==> config.mk <==
export PLATFORM = sky130hd
export DESIGN_NAME = serial_pair_command_decoder_top
export DESIGN_NICKNAME = d
export VERILOG_FILES = /design/src/hw/rtl/spcd_pkg.sv /design/src/hw/rtl/spcd_front.sv /design/src/hw/rtl/spcd_fifo.sv /design/src/hw/rtl/spcd_back.sv /design/src/hw/rtl/serial_pair_command_decoder_top.sv
export VERILOG_INCLUDE_DIRS = /design/src /design/src/hw/rtl
export SDC_FILE = /design/constraint.sdc
export NUM_CORES = 1
export LEC_CHECK = 0
export BUFFER_PORTS_ARGS = -buffer_cell sky130_fd_sc_hd__buf_4
export CAP_MARGIN = 20
export CORE_ASPECT_RATIO = 1.1
export CORE_MARGIN = 5
export CORE_UTILIZATION = 40
export CTS_CLUSTER_SIZE = 12
export DETAILED_ROUTE_END_ITERATION = 10
export GPL_TIMING_DRIVEN = 0
export MAX_ROUTING_LAYER = met4
export PLACE_DENSITY_LB_ADDON = 0.08
export SETUP_SLACK_MARGIN = 0.4
export SLEW_MARGIN = 10
export SYNTH_ARGS = -nofsm -noshare
export SYNTH_HDL_FRONTEND = slang
export SYNTH_SLANG_ARGS = --single-unit
==> constraint.sdc <==
create_clock -name clk -period 4.5 [get_ports clk]
set_input_delay 0.45 -clock clk [delete_from_list [all_inputs] [get_ports clk]]
set_output_delay 0.45 -clock clk [all_outputs]
set_load 0.01 [all_outputs]
==> src/hw/rtl/serial_pair_command_decoder_top_defines.svh <==
// Assertion macros for the serial pair command decoder.
// Both expect clk and rst in scope at the place of use.
`ifndef SERIAL_PAIR_COMMAND_DECODER_TOP_DEFINES_SVH
`define SERIAL_PAIR_COMMAND_DECODER_TOP_DEFINES_SVH
`ifndef NO_ASSERTIONS
`define SPCD_ASSERT(label, prop) \
  label: assert property (@(posedge clk) disable iff (rst) (prop)) \
    else $error("assertion failed");
`define SPCD_ASSERT_NEXT(label, ante, cons) \
  label: assert property (@(posedge clk) disable iff (rst) (ante) |=> (cons)) \
    else $error("assertion failed");
`else
`define SPCD_ASSERT(label, prop)
`define SPCD_ASSERT_NEXT(label, ante, cons)
`endif
`endif

==> src/hw/rtl/spcd_pkg.sv <==
`default_nettype none
package spcd_pkg;

  localparam int FIFO_DEPTH_DEFAULT = 4;

  localparam int IN_BYTES  = 1;
  localparam int OUT_BITS  = 52;
  localparam int OUT_BYTES = (OUT_BITS + 7) / 8;

  localparam logic [10:0] SERVO_BASE  = 11'd500;
  localparam logic [10:0] SERVO_RESET = 11'd1000;

  // instruction codes
  localparam logic [3:0] CODE_CHARGE_ON  = 4'd0;
  localparam logic [3:0] CODE_CHARGE_OFF = 4'd1;
  localparam logic [3:0] CODE_FIRE_ON    = 4'd2;
  localparam logic [3:0] CODE_FIRE_OFF   = 4'd3;
  localparam logic [3:0] CODE_LEFT_REV   = 4'd4;
  localparam logic [3:0] CODE_LEFT_FWD   = 4'd5;
  localparam logic [3:0] CODE_RIGHT_REV  = 4'd6;
  localparam logic [3:0] CODE_RIGHT_FWD  = 4'd7;
  localparam logic [3:0] CODE_TURN_REV   = 4'd8;
  localparam logic [3:0] CODE_TURN_FWD   = 4'd9;
  localparam logic [3:0] CODE_COIL_REV   = 4'd10;
  localparam logic [3:0] CODE_COIL_FWD   = 4'd11;
  localparam logic [3:0] CODE_RELAY_CHK  = 4'd13;
  localparam logic [3:0] CODE_PROJ_CHK   = 4'd14;
  localparam logic [3:0] CODE_SERVO      = 4'd15;

  typedef enum logic [2:0] {
    EV_NONE    = 3'd0,
    EV_APPLIED = 3'd1,
    EV_RELAY   = 3'd2,
    EV_PROJ    = 3'd3,
    EV_IGNORED = 3'd4
  } event_t;

  // one classified byte, front to back
  typedef struct packed {
    logic       complete;
    logic [3:0] code;
    logic [9:0] data;
  } cmd_t;

  typedef struct packed {
    logic full;
    logic empty;
  } q_status_t;

  // result beat, first field in the highest bits
  typedef struct packed {
    event_t      event_res;
    logic [10:0] servo_pulse_us;
    logic        fire_active;
    logic        charge_on;
    logic        coil_dir;
    logic [7:0]  coil_speed;
    logic        turntable_dir;
    logic [7:0]  turntable_speed;
    logic        right_forward;
    logic [7:0]  right_speed;
    logic        left_forward;
    logic [7:0]  left_speed;
  } result_t;

endpackage
`default_nettype wire

==> src/hw/rtl/spcd_front.sv <==
`default_nettype none
module spcd_front (
  input  wire logic                clk,
  input  wire logic                rst,
  input  wire logic                in_valid,
  input  wire logic [7:0]          in_byte,
  input  wire spcd_pkg::q_status_t q_stat,
  output logic                     in_ready,
  output logic                     push,
  output spcd_pkg::cmd_t           push_cmd
);

  logic       pair_pending;
  logic       pending_low;
  logic [6:0] low_bits;
  logic [6:0] high_bits;

  logic       is_low;
  logic [6:0] low_bits_next;
  logic [6:0] high_bits_next;
  logic       complete;

  assign in_ready = !q_stat.full;
  assign push     = in_valid && in_ready;

  assign is_low         = in_byte[7];
  assign low_bits_next  = is_low ? in_byte[6:0] : low_bits;
  assign high_bits_next = is_low ? high_bits : in_byte[6:0];
  // opposite mark to the waiting byte closes the pair; same mark restarts it
  assign complete       = pair_pending && (pending_low != is_low);

  always_comb begin
    push_cmd.complete = complete;
    push_cmd.code     = high_bits_next[6:3];
    push_cmd.data     = {high_bits_next[2:0], low_bits_next};
  end

  always_ff @(posedge clk) begin
    if (rst) begin
      pair_pending <= 1'b0;
      pending_low  <= 1'b0;
      low_bits     <= '0;
      high_bits    <= '0;
    end else if (push) begin
      low_bits     <= low_bits_next;
      high_bits    <= high_bits_next;
      pair_pending <= !complete;
      if (!complete) begin
        pending_low <= is_low;
      end
    end
  end

endmodule
`default_nettype wire

==> src/hw/rtl/spcd_fifo.sv <==
`default_nettype none
module spcd_fifo #(
  parameter int Depth = spcd_pkg::FIFO_DEPTH_DEFAULT
) (
  input  wire logic            clk,
  input  wire logic            rst,
  input  wire logic            push,
  input  wire spcd_pkg::cmd_t  din,
  input  wire logic            pop,
  output spcd_pkg::cmd_t       dout,
  output spcd_pkg::q_status_t  status
);

  localparam int PtrW = (Depth > 1) ? $clog2(Depth) : 1;
  localparam int CntW = $clog2(Depth + 1);
  localparam logic [PtrW-1:0] LastPtr = PtrW'(Depth - 1);
  localparam logic [CntW-1:0] FullCnt = CntW'(Depth);

  spcd_pkg::cmd_t  slots [Depth];
  logic [PtrW-1:0] wr_ptr;
  logic [PtrW-1:0] rd_ptr;
  logic [CntW-1:0] count;

  assign status.full  = (count == FullCnt);
  assign status.empty = (count == '0);
  assign dout         = slots[rd_ptr];

  always_ff @(posedge clk) begin
    if (push) begin
      slots[wr_ptr] <= din;
    end
  end

  always_ff @(posedge clk) begin
    if (rst) begin
      wr_ptr <= '0;
      rd_ptr <= '0;
      count  <= '0;
    end else begin
      if (push) begin
        wr_ptr <= (wr_ptr == LastPtr) ? '0 : wr_ptr + 1'b1;
      end
      if (pop) begin
        rd_ptr <= (rd_ptr == LastPtr) ? '0 : rd_ptr + 1'b1;
      end
      if (push && !pop) begin
        count <= count + 1'b1;
      end else if (pop && !push) begin
        count <= count - 1'b1;
      end
    end
  end

endmodule
`default_nettype wire

==> src/hw/rtl/spcd_back.sv <==
`default_nettype none
module spcd_back (
  input  wire logic                clk,
  input  wire logic                rst,
  input  wire spcd_pkg::q_status_t q_stat,
  input  wire spcd_pkg::cmd_t      cmd,
  output logic                     pop,
  output logic                     out_valid,
  input  wire logic                out_ready,
  output spcd_pkg::result_t        out_res
);

  spcd_pkg::result_t drive;       // live drive registers, event field unused
  spcd_pkg::result_t drive_next;

  assign pop = !q_stat.empty && (!out_valid || out_ready);

  always_comb begin
    drive_next           = drive;
    drive_next.event_res = spcd_pkg::EV_NONE;
    if (cmd.complete) begin
      drive_next.event_res = spcd_pkg::EV_APPLIED;
      unique case (cmd.code)
        spcd_pkg::CODE_CHARGE_ON:  drive_next.charge_on = 1'b1;
        spcd_pkg::CODE_CHARGE_OFF: drive_next.charge_on = 1'b0;
        spcd_pkg::CODE_FIRE_ON:    drive_next.fire_active = 1'b1;
        spcd_pkg::CODE_FIRE_OFF:   drive_next.fire_active = 1'b0;
        spcd_pkg::CODE_LEFT_REV, spcd_pkg::CODE_LEFT_FWD: begin
          drive_next.left_speed   = cmd.data[7:0];
          drive_next.left_forward = cmd.code[0];
        end
        spcd_pkg::CODE_RIGHT_REV, spcd_pkg::CODE_RIGHT_FWD: begin
          drive_next.right_speed   = cmd.data[7:0];
          drive_next.right_forward = cmd.code[0];
        end
        spcd_pkg::CODE_TURN_REV, spcd_pkg::CODE_TURN_FWD: begin
          drive_next.turntable_speed = cmd.data[7:0];
          drive_next.turntable_dir   = cmd.code[0];
        end
        spcd_pkg::CODE_COIL_REV, spcd_pkg::CODE_COIL_FWD: begin
          drive_next.coil_speed = cmd.data[7:0];
          drive_next.coil_dir   = cmd.code[0];
        end
        spcd_pkg::CODE_RELAY_CHK: drive_next.event_res = spcd_pkg::EV_RELAY;
        spcd_pkg::CODE_PROJ_CHK:  drive_next.event_res = spcd_pkg::EV_PROJ;
        spcd_pkg::CODE_SERVO:
          drive_next.servo_pulse_us = {1'b0, cmd.data} + spcd_pkg::SERVO_BASE;
        default:                  drive_next.event_res = spcd_pkg::EV_IGNORED;
      endcase
    end
  end

  always_ff @(posedge clk) begin
    if (rst) begin
      drive     <= '{event_res:      spcd_pkg::EV_NONE,
                     servo_pulse_us: spcd_pkg::SERVO_RESET,
                     default:        '0};
      out_valid <= 1'b0;
    end else begin
      if (pop) begin
        drive     <= drive_next;
        out_valid <= 1'b1;
      end else if (out_ready) begin
        out_valid <= 1'b0;
      end
    end
  end

  always_ff @(posedge clk) begin
    if (pop) begin
      out_res <= drive_next;
    end
  end

endmodule
`default_nettype wire

==> src/hw/rtl/serial_pair_command_decoder_top.sv <==
// Serial pair command decoder: pairs marked serial bytes into 14-bit commands.
// Path: an accepted byte is written to a queue slot, then executed into the output
//   register once the output is free.
// Throughput: one byte per cycle while the queue is not full; the queue lets intake run on while m_tready is low.
// Reset (rst, synchronous, active high): no pending half, drives zero, servo 1000 us.
`default_nettype none
`include "serial_pair_command_decoder_top_defines.svh"
module serial_pair_command_decoder_top #(
  parameter int FifoDepth = spcd_pkg::FIFO_DEPTH_DEFAULT
) (
  input  wire logic                             clk,
  input  wire logic                             rst,
  // slave side
  input  wire logic                             s_tvalid,
  output logic                                  s_tready,
  input  wire logic [8*spcd_pkg::IN_BYTES-1:0]  s_tdata,  // [7:0] rx_byte
  // master side
  output logic                                  m_tvalid,
  input  wire logic                             m_tready,
  // [7:0] left_speed, [8] left_forward, [16:9] right_speed, [17] right_forward,
  // [25:18] turntable_speed, [26] turntable_dir, [34:27] coil_speed,
  // [35] coil_dir, [36] charge_on, [37] fire_active, [48:38] servo_pulse_us,
  // [51:49] event_res, [55:52] zero
  output logic [8*spcd_pkg::OUT_BYTES-1:0]      m_tdata
);

  localparam int PadW = 8 * spcd_pkg::OUT_BYTES - spcd_pkg::OUT_BITS;

  spcd_pkg::q_status_t q_stat;
  spcd_pkg::cmd_t      push_cmd;
  spcd_pkg::cmd_t      head_cmd;
  spcd_pkg::result_t   res;
  logic                push;
  logic                pop;

  // front: pairs bytes, every byte becomes one queue entry
  spcd_front u_front (
    .clk      (clk),
    .rst      (rst),
    .in_valid (s_tvalid),
    .in_byte  (s_tdata[7:0]),
    .q_stat   (q_stat),
    .in_ready (s_tready),
    .push     (push),
    .push_cmd (push_cmd)
  );

  // short queue between classify and execute
  spcd_fifo #(
    .Depth (FifoDepth)
  ) u_fifo (
    .clk    (clk),
    .rst    (rst),
    .push   (push),
    .din    (push_cmd),
    .pop    (pop),
    .dout   (head_cmd),
    .status (q_stat)
  );

  // back: executes commands, registers the drive snapshot
  spcd_back u_back (
    .clk       (clk),
    .rst       (rst),
    .q_stat    (q_stat),
    .cmd       (head_cmd),
    .pop       (pop),
    .out_valid (m_tvalid),
    .out_ready (m_tready),
    .out_res   (res)
  );

  assign m_tdata = {{PadW{1'b0}}, res};

  `SPCD_ASSERT(a_servo_range,
    !m_tvalid || (res.servo_pulse_us >= 11'd500 && res.servo_pulse_us <= 11'd1523))
  `SPCD_ASSERT(a_stall_only_full, s_tready || (q_stat.full && !q_stat.empty))
  `SPCD_ASSERT_NEXT(a_push_fills, push && q_stat.empty, !q_stat.empty || m_tvalid)

endmodule
`default_nettype wire
==> run metrics <==
Pint 3.95 mW; setup TNS 0 ps; die height 155 um; Post-DP Area 0.00842 mm^2; nets@finish 663; setup bufs post-CTS 0; Tightest Pin Transition 844 ps; global route overflow 0; library cells used by synthesis 44; Post-synth top flop edfxtp_1; Sequential Power Share 40.8%; IO Pins 70; # rows 53; Yosys warning total 0; WL final 16.0 mm; core area 0.0189 mm^2; Startpoint Class flip-flop; Psw 1.86 mW; Final Critical Period 3040 ps; clock insertion delay at the later pin of the skew report 430 ps; top cell type's share of synthesized area 44.2%; slew margin rel. 43.7%; CTS max path bufs 2; final core occ 47.8%; CTS tree yes; Required @ worst endpoint 4840 ps; # DRC 0; GRT Total Usage 15.8%; clock sink total 187; DRT iter0 DRCs 289; FILL cells 1,702; WL met3 584 um; Syn Area/Cell 13.7 um^2; Comb power frac 32.8%; layout cells sized above 1 30.5%; Root Buffer clkbuf_16; Routed WL per cell 17.7 um; worst r2r path cells 11; vias in the first global route 4,710; TritonCTS Buffers 17; register area share after synthesis 64.0%; DRT Pass-1 Iters 4; Syn Std Cell Area 0.00760 mm^2; H-Tree Depth 4; Area Growth Syn to Fin 18.7%; design area 0.00903 mm^2; vias per std cell 4.96; number of synthesized flops with an enable pin 112; Largest stage delay, worst path 470 ps; # diodes 0; initial core utilization 40.2%; crit end category flip-flop; Net Sw Frac 32.0%; final hold violation count 0; Setup Skew 9.79 ps; Crit Path Category reg -> reg; Final GP Congestion 0.774; largest cells by area after synthesis edfxtp_1 (44%), dfxtp_1 (20%), mux2_2 (8.4%); synthesized flop and latch total 187; CTS resizes 0; Peak Freq 329 MHz; PwrDens 643 mW/mm^2; fraction of registers with async set/reset 0%; slowest library cell on the worst path clkbuf_1; first-pass GRT wire length 25.7 mm; vias 4,482; LEAKAGE 3.28 nW; DIE AREA 0.0219 mm^2; DRT met1 WL 6.99 mm; Syn Inst Count 557; HP Class in -> reg; post-detail-place hpwl 11.3 mm; Port Buf Inserts 63; ANT nets after route 0; Tcrit/Tclk final 67.6%; # hold bufs at CTS 0; crit-path max FO 10; hold-critical path depth 3; Clk network pwr share 26.4%; CP cell instances or3b_2 > clkbuf_1 > nand2_1 > inv_1 > clkbuf_1 > ha_1 > inv_1 > fa_1 > xor2_1 > or3_1 > a21oi_1; largest net degree at the start of global routing 44; Max Slew Vio Count 0; initial antenna violation count 0; Die X 141 um; status completed; Clk pin slew, worst setup/hold paths 60 ps; RSZ-0062 raised after global routing no; metal2 WL 8.04 mm; Synth area leader edfxtp_1; highest metal used met4; endpoints failing setup 0; Max-Cap Viols 0; VDD IR-drop max 0.373 mV; WP data arrival 3380 ps
## final timing paths
kind                                       from                             to  slack, ps
setup / recovery   u_fifo.count[0]$_SDFFE_PP0P_   u_fifo.count[2]$_SDFFE_PP0P_       1460
hold reg to reg   u_back.drive[25]$_SDFFE_PP0P_  u_back.drive[25]$_SDFFE_PP0P_        450
hold / removal                         m_tready  u_back.out_valid$_SDFFE_PP0P_        400
setup reg to reg   u_fifo.count[0]$_SDFFE_PP0P_   u_fifo.count[2]$_SDFFE_PP0P_       1460
## synth_stat cells (all sizes together), types with 4 or more instances
cell    count
a21oi      42
and3        4
buf        20
clkbuf     15
dfxtp      75
edfxtp    112
ha          7
inv         8
mux2       57
mux2i      32
mux4       15
nand2      62
nand2b      4
nand3      15
nor2       44
nor2b       4
nor3        6
xnor2       4
xor2        6
## area by class of cell
cell class / instances / area (um^2) / share of cell area [%]
repair buffers: 64 / 493 / 5.46
flip-flops and latches: 187 / 4860 / 53.9
multi-input cells: 330 / 2540 / 28.1
inverters: 8 / 30.0 / 0.333
well taps: 247 / 309 / 3.42
plain buffers: 35 / 184 / 2.04
clock inverters: 13 / 169 / 1.87
clock buffers: 19 / 443 / 4.91
## metrics by stage
step	hold slack [ps]	instances	setup WS [ps]	total power [mW]
2_1_floorplan	433	560	1990	3.61
3_3_place_gp	439	870	1540	4.31
3_5_place_dp	446	871	1450	4.36
4_1_cts	382	903	1430	5.90
5_1_grt	397	903	1190	6.13
6_report	395	903	1460	5.81
## worst max-delay path: cells and delay by family, from the launching register on
family,cells,cell delay (ps)
buffers and inverters,4,950
adders and majority gates,2,650
and+or+nand+nor,3,610
DFF,1,430
xor gates and xnor gates,1,150
AOI/OAI and AO/OA,1,150
## flip-flops by register name, summed over array words and instances, names as in the netlist, named ones only
| signal | flops |
|---|---|
| u_back.drive | 49 |
| u_back.out_res | 52 |
| u_back.out_valid | 1 |
| u_fifo.count | 3 |
| u_fifo.rd_ptr | 2 |
| u_fifo.slots | 60 |
| u_fifo.wr_ptr | 2 |
| u_front.high_bits | 7 |
| u_front.low_bits | 7 |
| u_front.pair_pending | 1 |
| u_front.pending_low | 1 |
## per-layer routing
metal / track usage (%) / vias to the layer above
met5: - / -
met3: 2.97 / 26
met2: 26.0 / 85
met1: 19.3 / 2189
li1: - / 2182
met4: 5.99 / 0
## power groups by stage
stage               Combinational, mW  Sequential [mW]  Clock [mW]
CTS                              1.95             2.38        1.57
floorplan                        1.08             2.53           0
detailed placement               1.94             2.41           0
finish                           1.90             2.37        1.53
global route                     2.08             2.41        1.64
global placement                 1.90             2.41           0
## cells in the final DEF (no fill, tap or decap), drive strengths merged, types with 10 or more instances in the layout
master and instances:
mux2i 32, mux4 15, nor2 44, mux2 57
a21oi 42, dfxtp 75, buf 84, edfxtp 112
clkbuf 34, nand3 15, inv 10, nand2 62
## cells by family after synthesis
family | after synthesis | share of synthesized area, %
DFF | 187 | 64.0
AOI/OAI and AO/OA | 53 | 3.93
and+or+nand+nor | 151 | 9.58
buffers and inverters | 43 | 2.81
xor gates and xnor gates | 10 | 1.15
muxes | 104 | 17.1
other | 1 | 0.0493
adders and majority gates | 8 | 1.41
Power figures use the tool's default switching activity.
